[src/rtl/r250_pkg.sv]
// r250_pkg: shared constants and controller/datapath command and status types
// for the R250 random word generator. No dependencies.
package r250_pkg;

  localparam int RING_DEPTH = 250;
  localparam int WORD_W     = 31;
  localparam int PTR_W      = $clog2(RING_DEPTH);
  localparam int MULT_W     = 15;
  localparam int PROD_W     = WORD_W + MULT_W;
  localparam int SHORT_LAG  = 103;
  localparam int TAP_OFFSET = RING_DEPTH - SHORT_LAG;

  localparam logic [MULT_W-1:0] LCG_MULT  = MULT_W'(16807);
  localparam logic [WORD_W-1:0] LCG_MOD   = WORD_W'(2147483647);
  localparam logic [WORD_W-1:0] SEED_INIT = WORD_W'(1);

  // Commands from controller to datapath
  typedef struct packed {
    logic seed_load;   // load LCG from seed, clear fill count
    logic lcg_mul;     // register state times multiplier
    logic lcg_fold;    // reduce product, write fill word, advance fill count
    logic ring_read;   // read oldest and tap words
    logic word_emit;   // combine, write back, load output register
  } r250_cmd_t;

  // Status from datapath to controller
  typedef struct packed {
    logic ring_filled;
    logic fill_last;
    logic out_free;
  } r250_status_t;

endpackage

[src/rtl/r250_if.sv]
// r250_if: valid/ready channel interfaces for request beats and word beats.
// Depends on r250_pkg for the word width.
interface r250_req_if;
  logic valid;
  logic ready;
  logic request;
  modport source (output valid, output request, input ready);
  modport sink (input valid, input request, output ready);
endinterface


[src/rtl/r250_ctrl.sv]
// r250_ctrl: sequencer for ring fill and word generation.
// Depends on r250_pkg and r250_if.
module r250_ctrl (
  input  logic                   clk,
  input  logic                   rst,
  r250_req_if.sink               req,
  input  r250_pkg::r250_status_t status,
  output r250_pkg::r250_cmd_t    cmd
);

  localparam logic [2:0] ST_IDLE = 3'd0;
  localparam logic [2:0] ST_SEED = 3'd1;
  localparam logic [2:0] ST_MUL  = 3'd2;
  localparam logic [2:0] ST_FOLD = 3'd3;
  localparam logic [2:0] ST_READ = 3'd4;
  localparam logic [2:0] ST_GEN  = 3'd5;

  logic [2:0] state;
  logic [2:0] state_next;

  always_comb begin
    cmd        = '0;
    state_next = state;
    req.ready  = (state == ST_IDLE);
    unique case (state)
      ST_IDLE: begin
        if (req.valid && req.request) begin
          state_next = status.ring_filled ? ST_READ : ST_SEED;
        end
      end
      ST_SEED: begin
        cmd.seed_load = 1'b1;
        state_next    = ST_MUL;
      end
      ST_MUL: begin
        cmd.lcg_mul = 1'b1;
        state_next  = ST_FOLD;
      end
      ST_FOLD: begin
        cmd.lcg_fold = 1'b1;
        state_next   = status.fill_last ? ST_READ : ST_MUL;
      end
      ST_READ: begin
        cmd.ring_read = 1'b1;
        state_next    = ST_GEN;
      end
      ST_GEN: begin
        // hold until the output register can take the word
        if (status.out_free) begin
          cmd.word_emit = 1'b1;
          state_next    = ST_IDLE;
        end
      end
      default: state_next = ST_IDLE;
    endcase
  end

  always_ff @(posedge clk) begin
    if (rst) begin
      state <= ST_IDLE;
    end else begin
      state <= state_next;
    end
  end

`ifndef ASSERT_OFF
  a_gen_waits: assert property (@(posedge clk) disable iff (rst)
    (state == ST_GEN && !status.out_free) |=> (state == ST_GEN))
    else $error("generate step left while output register was busy");
  a_fill_once: assert property (@(posedge clk) disable iff (rst)
    (state == ST_SEED) |-> !status.ring_filled)
    else $error("ring fill restarted after completion");
`endif

endmodule

[src/flat_wrapper.sv]
// flat-port wrapper written by rule: the top's interface ports become plain ports
module r250_ctrl_flat 
  (clk, rst, status, cmd, req_valid, req_request, req_ready);
  r250_req_if req_i ();
  input  logic clk;
  input  logic rst;
  input  r250_pkg::r250_status_t status;
  output r250_pkg::r250_cmd_t cmd;
  input wire logic [$bits(req_i.valid)-1:0] req_valid;
  input wire logic [$bits(req_i.request)-1:0] req_request;
  output wire logic [$bits(req_i.ready)-1:0] req_ready;
  assign req_i.valid = req_valid;
  assign req_i.request = req_request;
  assign req_ready = req_i.ready;
  r250_ctrl u_core (.clk(clk), .rst(rst), .req(req_i), .status(status), .cmd(cmd));
endmodule
[config.mk]
export PLATFORM = sky130hd
export DESIGN_NAME = r250_ctrl_flat
export DESIGN_NICKNAME = d
export VERILOG_FILES = /design/src/rtl/r250_pkg.sv /design/src/rtl/r250_if.sv /design/src/rtl/r250_ctrl.sv /design/src/flat_wrapper.sv
export SDC_FILE = /design/constraint.sdc
export NUM_CORES = 1
export LEC_CHECK = 0
export ABC_AREA = 1
export BUFFER_PORTS_ARGS = -buffer_cell sky130_fd_sc_hd__buf_4
export CORE_AREA = 5 5 42 44
export DETAILED_ROUTE_END_ITERATION = 10
export DIE_AREA = 0 0 47 49
export GPL_ROUTABILITY_DRIVEN = 0
export PLACE_DENSITY = 0.46
export SLEW_MARGIN = 30
export SYNTH_ARGS = -nofsm -noshare
export SYNTH_HDL_FRONTEND = slang
export SYNTH_SLANG_ARGS = --single-unit
[constraint.sdc]
create_clock -name clk -period 0.95 [get_ports clk]
set_input_delay 0.095 -clock clk [delete_from_list [all_inputs] [get_ports clk]]
set_output_delay 0.095 -clock clk [all_outputs]
set_load 0.05 [all_outputs]
==> flow_summary.yaml, run 1 <==
status:
  status: "finished with violations"
  violations: "negative setup slack"
route:
  drt_iter0_markers: 0
  vias_per_cell: 4.00
  dr.pass1.iters: 1
  drc: 0
  via_count: 300
  wl_per_cell_um: 9.44
  drtAntennaViolNets: 0
  routed_wirelength_um: 708
logic_synthesis:
  synth.top_cell.area_share: 0.276
  synthSimpleGateAreaFrac: 0.477
  synth-xor-area-share: 0
  synth_top_family_by_area: "simple AND/OR/NAND/NOR gates"
  synth.yosys.warnings: 0
  synth_fa_ha_area_frac: 0
  yosysSeqAreaShare: 0.276
  synth.area.top_cells: "dfxtp_1 28%, nor2_1 10%, nand3_1 6.9%"
  synth_cells: 34
  syn_avg_cell_area_um2: 6.40
  synth_top_area_cell: "dfxtp_1"
  synth_cell_types: 15
  synth_nets: 41
  synthesis.area_um2: 218
  muxShareOfSynthArea: 0
  synth_seq_cells: 3
  synth_compound_area_frac: 0.109
die:
  die_w_um: 47
  dieArea_um2: 2300
  start_util: 0.155
  core_area_um2: 1400
  boundaryPins: 13
  num_rows: 14
  die_h_um: 49
pwr:
  powerDensity_nw_per_um2: 2090
  p_leak_uw: 0.000238
  ir_drop_mv: 1.01
  p_comb_frac: 0.630
  pwr-share-clk: 0.190
  switching_share: 0.427
  power_uw: 1170
  power.switching_uw: 499
  power_report.internal_total_uw: 669
  seqPwrFrac: 0.180
worst_setup_path:
  path_cells: "inv_4 -> buf_6 -> nor3_4 -> buf_6"
  endpoint_kind: "output pin"
  worstPathRequired_ps: 850
  ff2ff_setup_slack_ps: -170
  cpPeakStageDelay_ps: 390
  crit_top_cell: "buf_6"
  cp.arrival_ps: 1070
  worst_path_max_delay_cell: "dfxtp_4"
  cp-start-kind: "flop"
  crit_type: "flop to output pin"
  critical_path_peak_fanout: 5
cts:
  root_buffer: "clkbuf_4"
  clk_path_buf_depth: 2
  cts_buffers: 3
  htreeDepth: 1
  tritoncts: "yes"
  clk-insertion-delay-late_ps: 230
  clk_pin_slew_ps: 40
  cts_sinks: 3
grt:
  globalRouteMet3Util: 0.0258
  grt_max_degree: 8
  overflow: 0
  grt_pass1_wl_mm: 1.26
  grtUsageMet2: 0.106
  grt_busiest_layer: "met2"
  grt_use_met1: 0.0899
  grt.total_usage: 0.0774
  antenna_found_initial: 0
  first_global_vias: 318
placed_design:
  place_hpwl_um: 553
  port_buffers: 12
  dp.cells: 70
sta:
  fin_hold_ws_ps: 29.4
  setup_viol_count_final: 9
  relSlewSlack: 0.853
  period_share: 1.23
  fmax_mhz: 859
  worst-slew-pin-transition_ps: 219
  timing.final.ws_setup_ps: -214
  fin_skew_ps: 2.59
  rsz0062_at_grt: "true"
  finalMaxSlewViolations: 0
  period_minus_slack_ps: 1160
  finalHoldViolations: 0
finish:
  layout.cells.non_filler: 75
  reg_top3: "u_core.state: 3 flops"
  largest_reg_flops: 3
  n_antenna_cell: 0
  layout-drive-gt1-share: 0.780
  area_growth_pct: 157
  regMostFlops: "u_core.state"
  nets: 67
run:
  maxCapViolations: 0
min_path:
  hold_path.class: "input port to flop"
-- worst max-delay path: cells and delay by family (launching register included) --
family                 cells  cell delay, ps
and+or+nand+nor            1             100
buffers and inverters      3             340
DFF                        1             390
-- placed cells by master, fill, tap and decap left out, types with 3 or more instances in the layout --
master,n
buf_4,12
dfxtp_4,3
buf_6,7
nor2_1,4
buf_8,3
nand2_1,3
nor2_4,3
clkbuf_4,3
-- layout make-up --
type | instances | area, um2
Fill cell | 152 | 842
Sequential cell | 3 | 71.3
Tap cell | 16 | 20.0
Multi-Input combinational cell | 24 | 190
Clock buffer | 4 | 26.3
Timing Repair Buffer | 22 | 214
Inverter | 6 | 37.5
-- repair_timing --
action                                  4_1_cts  5_1_grt
gates resized for setup                      15        6
endpoints found under the setup margin        8        9
hold buffers                                  0        0
pin swaps                                     3        4
buffers inserted                              2        0
-- final timing paths --
| path | to | cells past startpoint | start |
|---|---|---|---|
| setup / recovery | cmd[2] | 4 | u_core.state[1]$_SDFFE_PP0P_ |
| hold / removal | u_core.state[1]$_SDFFE_PP0P_ | 2 | rst |
| setup reg to reg | u_core.state[0]$_SDFFE_PP0P_ | 7 | u_core.state[0]$_SDFFE_PP0P_ |
| hold reg to reg | u_core.state[1]$_SDFFE_PP0P_ | 2 | u_core.state[0]$_SDFFE_PP0P_ |
-- through the flow --
step / area (um2) / util / setup slack, ps / setup TNS, ps
6_report: 559 / 0.399 / -214 / -1430
5_1_grt: 559 / 0.399 / -271 / -1970
4_1_cts: 542 / 0.387 / -223 / -1450
3_5_place_dp: 448 / 0.320 / -135 / -448
3_3_place_gp: 448 / 0.320 / -128 / -393
2_1_floorplan: 278 / - / -214 / -626
-- cell usage after synthesis, drive strengths merged --
master,n
inv,6
dfxtp,3
nor3,2
buf,1
nand4,1
nor2,7
nand2,7
nand3,3
a311oi,1
o21ai,1
a21oi,2
-- kinds of logic (layout without fill, tap and decap cells) --
family	count (synthesis)	after routing
AOI/OAI and AO/OA	4	4
buffers and inverters	7	32
DFF	3	3
and+or+nand+nor	20	20
-- layer usage --
metal / up-vias / wire, um
met5: - / 0
li1: 159 / -
met4: 0 / 25
met3: 4 / 44
met2: 10 / 357
met1: 127 / 281
-- power groups by stage --
stage	combinational [uW]	clock [uW]	sequential [uW]
after floorplan	392	0	186
after global placement	586	0	196
after detailed placement	585	0	196
after CTS	691	235	205
after global routing	783	257	216
final	736	222	210
Power figures use the tool's default switching activity.
==> run 2, diff against run 1 <==
--- a/config.mk
+++ b/config.mk
@@ -5,13 +5,12 @@
 export SDC_FILE = /design/constraint.sdc
 export NUM_CORES = 1
 export LEC_CHECK = 0
-export ABC_AREA = 1
 export BUFFER_PORTS_ARGS = -buffer_cell sky130_fd_sc_hd__buf_4
 export CORE_AREA = 5 5 42 44
 export DETAILED_ROUTE_END_ITERATION = 10
 export DIE_AREA = 0 0 47 49
 export GPL_ROUTABILITY_DRIVEN = 0
-export PLACE_DENSITY = 0.46
+export PLACE_DENSITY = 0.47
 export SLEW_MARGIN = 30
 export SYNTH_ARGS = -nofsm -noshare
 export SYNTH_HDL_FRONTEND = slang
==> run 2 against run 1 <==
- wire length up 15%
- sequential power fell by 20%
- largest cell class unchanged
- largest power group unchanged
- the run still ends with negative setup slack left
- power is 30% lower
- first-iteration DRC count grew 2
==> flow_summary.yaml, run 2 <==
sta:
  relSlewSlack: 0.859
  period_minus_slack_ps: 1180
  period_share: 1.24
  worst-slew-pin-transition_ps: 212
  finalMaxSlewViolations: 0
  rsz0062_at_grt: "true"
  fin_skew_ps: 1.38
  setup_tns_ps: -1580
  timing.final.ws_setup_ps: -225
  setup_viol_count_final: 9
  finalHoldViolations: 0
  fmax_mhz: 851
worst_setup_path:
  path_cells: "buf_6 -> nor3_4 -> buf_6"
  cp-start-kind: "flop"
  cpPeakStageDelay_ps: 370
  cp.arrival_ps: 1080
  endpoint_kind: "output pin"
  worstPathRequired_ps: 850
  critical_path_peak_fanout: 5
  worst_path_max_delay_cell: "dfxtp_4"
  crit_type: "flop to output pin"
  crit_top_cell: "buf_6"
pwr:
  powerDensity_nw_per_um2: 1270
  p_leak_uw: 0.000269
  ir_drop_mv: 0.519
cts:
  clk-insertion-delay-late_ps: 230
  htreeDepth: 1
  cts_sinks: 3
  tritoncts: "yes"
  root_buffer: "clkbuf_4"
  clk_pin_slew_ps: 40
  cts_buffers: 3
  postCtsHoldBufs: 0
  clk_path_buf_depth: 2
placed_design:
  port_buffers: 12
  dp_slack_ps: -100
  place_hpwl_um: 566
route:
  drc: 0
  drt_iter0_markers: 2
  drtAntennaViolNets: 0
  dr.pass1.iters: 2
  routed_wirelength_um: 814
  vias_per_cell: 4.30
  wl_per_cell_um: 10.3
  via_count: 340
die:
  num_rows: 14
  die_w_um: 47
  dieArea_um2: 2300
  boundaryPins: 13
  core_area_um2: 1400
  die_h_um: 49
  start_util: 0.167
min_path:
  hold_path.class: "input port to flop"
grt:
  antenna_found_initial: 0
  grt.total_usage: 0.0902
  first_global_vias: 375
  grt_pass1_wl_mm: 1.47
  grt_max_degree: 7
  overflow: 0
finish:
  largest_reg_flops: 3
  regMostFlops: "u_core.state"
  nFillCells: 153
  nets: 71
  n_antenna_cell: 0
  seq_area_um2: 71.3
  multiInputGateArea_um2: 241
  mostFrequentLayoutCells: "14 x buf_4, 14 x buf_6, 5 x nor2_4"
  reg_top3: "u_core.state: 3 flops"
  area_growth_pct: 173
  layout-drive-gt1-share: 0.762
status:
  violations: "negative setup slack"
  status: "finished with violations"
logic_synthesis:
  synth_most_common_cell: "nor2_1"
  yosys-top-cells-count: "6 x nor2_1, 4 x nor3_1"
  synth_top_area_cell: "dfxtp_1"
  synthesis.area_um2: 234
  synth_flop_cell: "dfxtp_1"
  yosysSeqAreaShare: 0.257
  synth_seq_cells: 3
  synth_cells: 34
  synth.area.top_cells: "dfxtp_1 26%, buf_6 9.6%, nor2_1 9.6%"
  synth.yosys.warnings: 0
  postSynth.asyncResetShare: 0
  syn_avg_cell_area_um2: 6.88
  synth_enable_flop_cells: 0
  synth_nets: 41
  synth_cell_types: 16
  synth.top_cell.area_share: 0.257
run:
  maxCapViolations: 0
-- run 2: final timing paths --
kind                                      from                           end  slack, ps  cells after the start
setup / recovery  u_core.state[1]$_SDFFE_PP0P_                     req_ready       -230                      3
hold / removal                       status[1]  u_core.state[1]$_SDFFE_PP0P_         60                      2
setup reg to reg  u_core.state[2]$_SDFFE_PP0P_  u_core.state[2]$_SDFFE_PP0P_       -190                      6
hold reg to reg   u_core.state[0]$_SDFFE_PP0P_  u_core.state[0]$_SDFFE_PP0P_        610                      2
-- run 2: final cells by class --
| cell class | count | share of cell area |
|---|---|---|
| clock buffers | 4 | 0.0412 |
| inverters | 3 | 0.0255 |
| multi-input cells | 25 | 0.378 |
| flip-flops and latches | 3 | 0.112 |
| well taps | 16 | 0.0314 |
| repair buffers | 28 | 0.412 |
-- run 2: critical path: cells and delay by family, from the launching register on --
family,cells,cell delay (ps)
AND/OR/NAND/NOR,1,160
buffers and inverters,2,320
flip-flops,1,370
-- run 2: through the flow --
step	power, uW	instance area [um2]	hold slack [ps]	instances	util
floorplan	386	319	206	34	-
global placement	488	467	319	69	0.333
detailed placement	485	467	317	69	0.333
CTS	790	598	61.0	78	0.427
global route	877	638	56.0	79	0.455
finish	812	638	62.6	79	0.455
-- run 2: cells by family (layout without fill, tap and decap cells) --
family | Yosys count | after routing | synth area share
compound gates | 10 | 10 | 0.283
simple gates | 15 | 15 | 0.283
flops | 3 | 3 | 0.257
buf+inv | 6 | 35 | 0.176
-- run 2: what timing repair did --
item,CTS,global route
pin swaps,6,6
resized for setup,21,7
setup endpoints to repair,9,9
setup buffers,5,1
endpoints found under the hold margin,0,0
-- run 2: where the power goes --
part	switching, uW	total (uW)	internal, uW
logic	204	416	211
clock network	69.7	227	158
registers	31.1	169	138
total	305	812	507
-- run 2: routing by layer --
layer,wire length (um),vias to the layer above,global-route usage
li1,-,176,-
met1,336,154,0.106
met2,437,8,0.131
met3,21,2,0.0148
met4,18,0,0.0829
met5,0,-,0
